File: src/hw/rtl/lut_color_grading_defines.svh
// Assertion macros shared by the grading pipeline.
`ifndef LUT_COLOR_GRADING_DEFINES_SVH
`define LUT_COLOR_GRADING_DEFINES_SVH

`ifndef ASSERT_OFF
// Property must hold at every clock edge out of reset.
`define ASSERT_CLK(label, prop) \
    label: assert property (@(posedge clk) disable iff (!rst_n) prop) \
        else $error("assertion failed");
// Condition must never be seen at a clock edge out of reset.
`define ASSERT_NEVER(label, cond) \
    label: assert property (@(posedge clk) disable iff (!rst_n) !(cond)) \
        else $error("forbidden condition seen");
`else
`define ASSERT_CLK(label, prop)
`define ASSERT_NEVER(label, cond)
`endif

`endif

File: src/hw/rtl/lcg_pkg.sv
`timescale 1ns / 1ps
`default_nettype none

package lcg_pkg;

    localparam int GRID_SIZE       = 32;
    localparam int ENTRY_FRAC_BITS = 12;
    localparam int CELL_BITS       = 3;
    localparam int CELL_SIZE       = 1 << CELL_BITS;
    localparam int PIX_W           = 8;
    localparam int ENTRY_W         = 13;
    localparam int IDX_W           = $clog2(GRID_SIZE);
    localparam int ADDR_W          = 3 * IDX_W;
    localparam int TABLE_DEPTH     = GRID_SIZE * GRID_SIZE * GRID_SIZE;
    localparam int N_W             = ENTRY_W + CELL_BITS;
    localparam int SCALE_W         = N_W + PIX_W;
    localparam int OUT_SHIFT       = ENTRY_FRAC_BITS + CELL_BITS;
    localparam int SAT_W           = SCALE_W - OUT_SHIFT;

    localparam logic [ADDR_W-1:0] LAST_ADDR = ADDR_W'(TABLE_DEPTH - 1);
    localparam logic [ADDR_W-1:0] END_STEP  = ADDR_W'(1 + GRID_SIZE + GRID_SIZE * GRID_SIZE);
    localparam logic [IDX_W-1:0]  IDX_TOP   = IDX_W'(GRID_SIZE - 1);
    localparam logic [IDX_W-1:0]  IDX_CLAMP = IDX_W'(GRID_SIZE - 2);

    typedef enum logic
    {
        CMD_LOAD  = 1'b0,
        CMD_GRADE = 1'b1
    } command_t;

    typedef struct packed
    {
        logic [ENTRY_W-1:0] red;
        logic [ENTRY_W-1:0] green;
        logic [ENTRY_W-1:0] blue;
    } entry_t;

    typedef struct packed
    {
        logic              en;
        logic [ADDR_W-1:0] addr;
        entry_t            data;
    } wr_port_t;

    typedef struct packed
    {
        logic              en;
        logic [ADDR_W-1:0] addr_start;
        logic [ADDR_W-1:0] addr_end;
    } rd_port_t;

    function automatic logic [IDX_W-1:0] grid_index(input logic [PIX_W-1:0] c);
        logic [IDX_W-1:0] i;
        i = c[PIX_W-1:CELL_BITS];
        if (i == IDX_TOP)
        begin
            i = IDX_CLAMP;
        end
        return i;
    endfunction

endpackage

`default_nettype wire

File: src/hw/rtl/lcg_lane.sv
`timescale 1ns / 1ps
`default_nettype none

module lcg_lane
(
    input  wire logic                          clk,
    input  wire logic                          en,
    input  wire logic [lcg_pkg::ENTRY_W-1:0]   start_value,
    input  wire logic [lcg_pkg::ENTRY_W-1:0]   end_value,
    input  wire logic [lcg_pkg::CELL_BITS-1:0] frac,
    output logic      [lcg_pkg::PIX_W-1:0]     result
);

    logic [lcg_pkg::CELL_BITS:0]   weight_start;
    logic [lcg_pkg::N_W-1:0]       term_start;
    logic [lcg_pkg::N_W-1:0]       term_end;
    logic [lcg_pkg::N_W-1:0]       blend_next;
    logic [lcg_pkg::N_W-1:0]       blend_reg;
    logic [lcg_pkg::SCALE_W-1:0]   scaled;
    logic [lcg_pkg::SAT_W-1:0]     level;

    // s*(8-f) + f*e, exact in N_W bits for any 13-bit entries
    assign weight_start = (lcg_pkg::CELL_BITS+1)'(lcg_pkg::CELL_SIZE) - {1'b0, frac};
    assign term_start   = lcg_pkg::N_W'(start_value) * lcg_pkg::N_W'(weight_start);
    assign term_end     = lcg_pkg::N_W'(end_value) * lcg_pkg::N_W'(frac);
    assign blend_next   = term_start + term_end;

    always_ff @(posedge clk)
    begin
        if (en)
        begin
            blend_reg <= blend_next;
        end
    end

    // times 255 as shift and subtract, then drop the fraction bits
    assign scaled = {blend_reg, lcg_pkg::PIX_W'(0)}
                  - {lcg_pkg::PIX_W'(0), blend_reg};
    assign level  = scaled[lcg_pkg::SCALE_W-1:lcg_pkg::OUT_SHIFT];

    always_comb
    begin
        if (|level[lcg_pkg::SAT_W-1:lcg_pkg::PIX_W])
        begin
            result = {lcg_pkg::PIX_W{1'b1}};
        end
        else
        begin
            result = level[lcg_pkg::PIX_W-1:0];
        end
    end

endmodule

`default_nettype wire

File: config.mk
export PLATFORM = sky130hd
export DESIGN_NAME = lcg_lane
export DESIGN_NICKNAME = d
export VERILOG_FILES = /design/src/hw/rtl/lut_color_grading_defines.svh /design/src/hw/rtl/lcg_pkg.sv /design/src/hw/rtl/lcg_lane.sv
export SDC_FILE = /design/constraint.sdc
export NUM_CORES = 1
export LEC_CHECK = 0
export BUFFER_PORTS_ARGS = -buffer_cell sky130_fd_sc_hd__clkbuf_2
export CAP_MARGIN = 20
export CORE_MARGIN = 8
export CORE_UTILIZATION = 37
export DETAILED_ROUTE_END_ITERATION = 12
export PLACE_DENSITY = 0.62
export RECOVER_POWER = 100
export SLEW_MARGIN = 40
export SYNTH_ARGS = -nofsm -noshare
export SYNTH_HDL_FRONTEND = slang
export SYNTH_SLANG_ARGS = --single-unit
File: constraint.sdc
create_clock -name clk -period 9.4 [get_ports clk]
set_clock_uncertainty 0.05 [all_clocks]
set_input_delay 1.88 -clock clk [delete_from_list [all_inputs] [get_ports clk]]
set_output_delay 1.88 -clock clk [all_outputs]
set_load 0.01 [all_outputs]
# == Word level (Yosys, flattened, before mapping) ==
# Cells that the tools add are included.
# totals
ff_bits,16
inputBits,31
output_inout_bits,8
# op_classes
add_sub_neg,3
n_mul,2
mux,1
# op_table
op,n
$sub A24 B16 Y24,1
$add A16 B16 Y16,1
$mul A13 B3 Y16,1
$mul A13 B4 Y16,1
$mux W8,1
$sub A4 B3 Y4 const A,1

# == Logic depth before layout (Yosys ltp) ==
# depth
depth_word,3
mapped_depth,21
mapped_depth_nobuf,18

# == Worst setup path after synthesis ==
# OpenSTA, ideal clock, no wires.
# synth_path
path_type,input -> register
startpoint,in frac[0] in the netlist's numbering
endpoint,reg blend_reg[13] in the netlist's numbering (data pin)
setup_ns,0.266
arrival_ns,6.569
required_ns,9.084
path_slack_ns,2.515
path_stages,19
n_path_buf,3
cell_sequence,clkbuf_1 -> clkbuf_1 -> inv_1 -> ha_1 -> clkbuf_1 -> and2_1 -> fa_1 -> fa_1 -> inv_1 -> fa_1 -> inv_1 -> fa_1 -> ha_1 -> a211oi_1 -> nor2_1 -> o41ai_1 -> o21ai_1 -> o41ai_1 -> xnor2_1
# synth_via
elab_chain_cells,3
word_cells_on_any_way,4
cone_classes,add/sub: 2; mul: 2
# synth_rtl
element,line,text
from (decl),lcg_lane.sv:10,"input wire logic [lcg_pkg::CELL_BITS-1:0] frac,"
$sub A4 B3 Y4,lcg_lane.sv:23,"assign weight_start = (lcg_pkg::CELL_BITS+1)'(lcg_pkg::CELL_SIZE) - {1'b0, frac};"
$mul A13 B4 Y16,lcg_lane.sv:24,assign term_start = lcg_pkg::N_W'(start_value) * lcg_pkg::N_W'(weight_start);
$add A16 B16 Y16 *,lcg_lane.sv:26,assign blend_next = term_start + term_end;
net blend_next (one bit),lcg_lane.sv:17,logic [lcg_pkg::N_W-1:0] blend_next;
to (signal assigned),lcg_lane.sv:32,blend_reg <= blend_next;
to (decl),lcg_lane.sv:18,logic [lcg_pkg::N_W-1:0] blend_reg;
# Mark *: on every way through the listed nets, which the timed path passes. The rest lies on a longest branch.
# A chain may end at the register's enable or synchronous reset.

# == Final worst setup path ==
# Ends and elaborated chain as after synthesis.

==> impl_metrics.env <==
export IMPL_routedWlPerCell_um=12.75
export IMPL_grt_max_degree=29
export IMPL_dpl_cell_count=548
export IMPL_relSlewSlack_pct=25.81
export IMPL_timing_final_crit_period_ns=7.849
export IMPL_drv_slew=0
export IMPL_cap_violations=0
export IMPL_synth_area_per_cell_um2=9.314
export IMPL_setup_viol=0
export IMPL_viasPerCell=4.871
export IMPL_worst_slew_pin_slew_ns=1.113
export IMPL_finalWirelength_um=7026
export IMPL_switching_share_pct=47.98
export IMPL_synth_cells=387
export IMPL_areaGrowthSynthToFinish_pct=9.788
export IMPL_clock_sinks=16
export IMPL_p_clk_share_pct=4.9
export IMPL_synth_distinct_cells=38
export IMPL_largest_reg_flops=16
export IMPL_io_pin_count=39
export IMPL_cts_resized_gates=0
export IMPL_grt_setup_unrepaired="false"
export IMPL_power_switching_mw=0.4779
export IMPL_endpoint="blend_reg[13]"
export IMPL_p_int_mw=0.5182
export IMPL_core_area_mm2=0.009594
export IMPL_cts_tree="built"
export IMPL_drc_errors=0
export IMPL_grt_pass1_wl_um=13080
export IMPL_grt_overflow_total=0
export IMPL_multi_input_area_mm2=0.002854
export IMPL_period_share_pct=83.50
export IMPL_async_flop_share_pct=0
export IMPL_cts_hold_fix_buffers=0
export IMPL_synth_seq_cells=16
export IMPL_critPathMaxFanout=28
export IMPL_synth_area_leaders="fa_1, edfxtp_1, and2_1, ha_1, inv_1"
export IMPL_synthFlopType="edfxtp_1"
export IMPL_drt_iter0_markers=109
export IMPL_antenna_found_initial=0
export IMPL_crit_type="in -> reg"
export IMPL_ant_nets=0
export IMPL_finalNonFillerCells=551
export IMPL_cts_root_buf="clkbuf_8"
export IMPL_synth_edf_count=16
export IMPL_vdd_drop_max_uv=85.58
export IMPL_fill_cells=965
export IMPL_hold_class="in -> reg"
export IMPL_drive_above_1_share_pct=8.612
export IMPL_syn_nets=510
export IMPL_seq_area_um2=480.5
export IMPL_yosys_warnings=0
export IMPL_grt_pass1_vias=2913
export IMPL_whs_ns=2.074
export IMPL_power_leakage_nw=1.892
export IMPL_gp_congestion=0.8126
export IMPL_fin_nets=543
export IMPL_cts_setup_buffers=0
export IMPL_setup_ws_ns=1.551
export IMPL_die_y_um=114.7
export IMPL_htreeDepth=1
export IMPL_dieArea_mm2=0.01316
export IMPL_power_density_mw_per_mm2=251.7
export IMPL_clk_path_buf_depth=2
export IMPL_hold_viol=0
export IMPL_synth_cell_area_mm2=0.003605
export IMPL_synth_top_area_share_pct=32.21
export IMPL_startpoint="frac[0]"
export IMPL_portBuffers=38
export IMPL_vias=2684
export IMPL_die_x_um=114.7
export IMPL_max_freq_mhz=127.4
export IMPL_first_pass_iters=4
export IMPL_setup_tns_ns=0
export IMPL_pre_cts_ws_ns=1.830
export IMPL_grt_util_all_layers_pct=11.90
export IMPL_p_seq_share_pct=17.5
export IMPL_cp_start_kind="input pin"
export IMPL_row_count=36
export IMPL_run_status="finished, final reports clean"
export IMPL_synthTopCellsByCount="and2_1, inv_1, fa_1"
export IMPL_synth_most_common_cell="and2_1"
export IMPL_cp_arrival_ns=7.78
export IMPL_antenna_cells=0
export IMPL_seq_area_frac_synth_pct=13.33
export IMPL_yosysTopAreaCell="fa_1"
export IMPL_endpoint_kind="register"
export IMPL_start_util_pct=37.57
export IMPL_numCtsBuffers=3
export IMPL_crit_required_ns=9.33
export IMPL_clk_pin_slew_worst_paths_ns=0.06
export IMPL_p_comb_share_pct=77.6
export IMPL_dp_final_hpwl_um=6140
[how the worst min path moves through the flow]
stage	startpoint	to	slack [ns]	cells past startpoint
after floorplan	en	blend_reg[0]	1.94	0
after global placement	end_value[0]	blend_reg[0]	2.33	3
after detailed placement	end_value[0]	blend_reg[0]	2.33	3
after CTS	end_value[0]	blend_reg[0]	2.08	3
after global routing	end_value[0]	blend_reg[0]	2.08	3
final	end_value[0]	blend_reg[0]	2.07	3
[metal layers]
layer / track usage [%] / up-vias / part of all wire (%)
met3: 1.635 / 4 / 2.4
li1: - / 1306 / -
met5: 0 / - / 0
met1: 15.22 / 1350 / 46
met4: 1.664 / 0 / 0.83
met2: 21.25 / 24 / 51
[final cells by class]
class,instances,share of cell area (%)
Multi-Input combinational cell,298,72.12
Sequential cell,16,12.14
Inverter,63,5.975
Timing Repair Buffer,38,4.521
Tap cell,133,4.205
Clock buffer,3,1.043
[logic make-up after synthesis]
family | Yosys count | share of synthesized area [%]
and+or+nand+nor | 139 | 21.42
adders and majority gates | 92 | 44.01
buffers and inverters | 73 | 7.636
AOI/OAI and AO/OA | 45 | 8.261
xor gates and xnor gates | 22 | 5.346
DFF | 16 | 13.33
[cell usage in the layout, fill, tap and decap left out, drive strengths merged]
| master | synthesis | final |
|---|---|---|
| or4 | 1 | 1 |
| xor2 | 3 | 3 |
| o21bai | 3 | 3 |
| and2 | 74 | 74 |
| xnor2 | 19 | 19 |
| o211a | 1 | 1 |
| fa | 58 | 58 |
| and4b | 1 | 1 |
| a311o | 1 | 1 |
| nand2b | 3 | 3 |
| o31ai | 2 | 2 |
| nand2 | 28 | 28 |
| o21ai | 11 | 11 |
| nor4 | 3 | 3 |
| and3 | 2 | 2 |
| or4b | 1 | 1 |
| o2111ai | 2 | 2 |
| o211ai | 1 | 1 |
| nand3b | 1 | 1 |
| edfxtp | 16 | 16 |
| a211o | 1 | 1 |
| a211oi | 4 | 4 |
| nor2 | 8 | 8 |
| a21o | 5 | 5 |
| clkbuf | 9 | 41 |
| a21oi | 9 | 9 |
| ha | 34 | 34 |
| nand3 | 9 | 9 |
| inv | 63 | 63 |
| o21a | 1 | 1 |
| o41ai | 2 | 2 |
| or3 | 2 | 2 |
| a31oi | 2 | 2 |
| nor3 | 6 | 6 |
[metrics by stage]
stage | instance area, um^2 | power (mW) | utilization, %
after CTS | 3969 | 1.023 | 41.37
after global routing | 3958 | 1.143 | 41.25
after floorplan | 3605 | 0.7854 | -
after detailed placement | 3928 | 0.9685 | 40.94
final | 3958 | 0.9962 | 41.25
after global placement | 3923 | 0.9551 | 40.88
[power by group through the flow]
| stage | sequential [mW] | clock [mW] | combinational [mW] |
|---|---|---|---|
| finish | 0.174 | 0.0488 | 0.773 |
| global route | 0.181 | 0.0534 | 0.909 |
| CTS | 0.174 | 0.0506 | 0.798 |
| detailed placement | 0.176 | 0 | 0.792 |
| global placement | 0.175 | 0 | 0.780 |
| floorplan | 0.165 | 0 | 0.620 |
[worst max-delay path, cell delays in order]
cell,delay [ns]
clkbuf_1,0.80
inv_1,0.12
ha_1,0.25
xnor2_1,0.67
and2_0,0.25
fa_1,0.44
fa_1,0.49
inv_1,0.05
fa_1,0.53
inv_1,0.05
fa_1,0.47
ha_1,0.37
a211oi_1,0.25
nor2_1,0.11
o41ai_1,0.39
o21ai_0,0.21
o41ai_1,0.33
xnor2_1,0.10
Power figures use the tool's default switching activity.
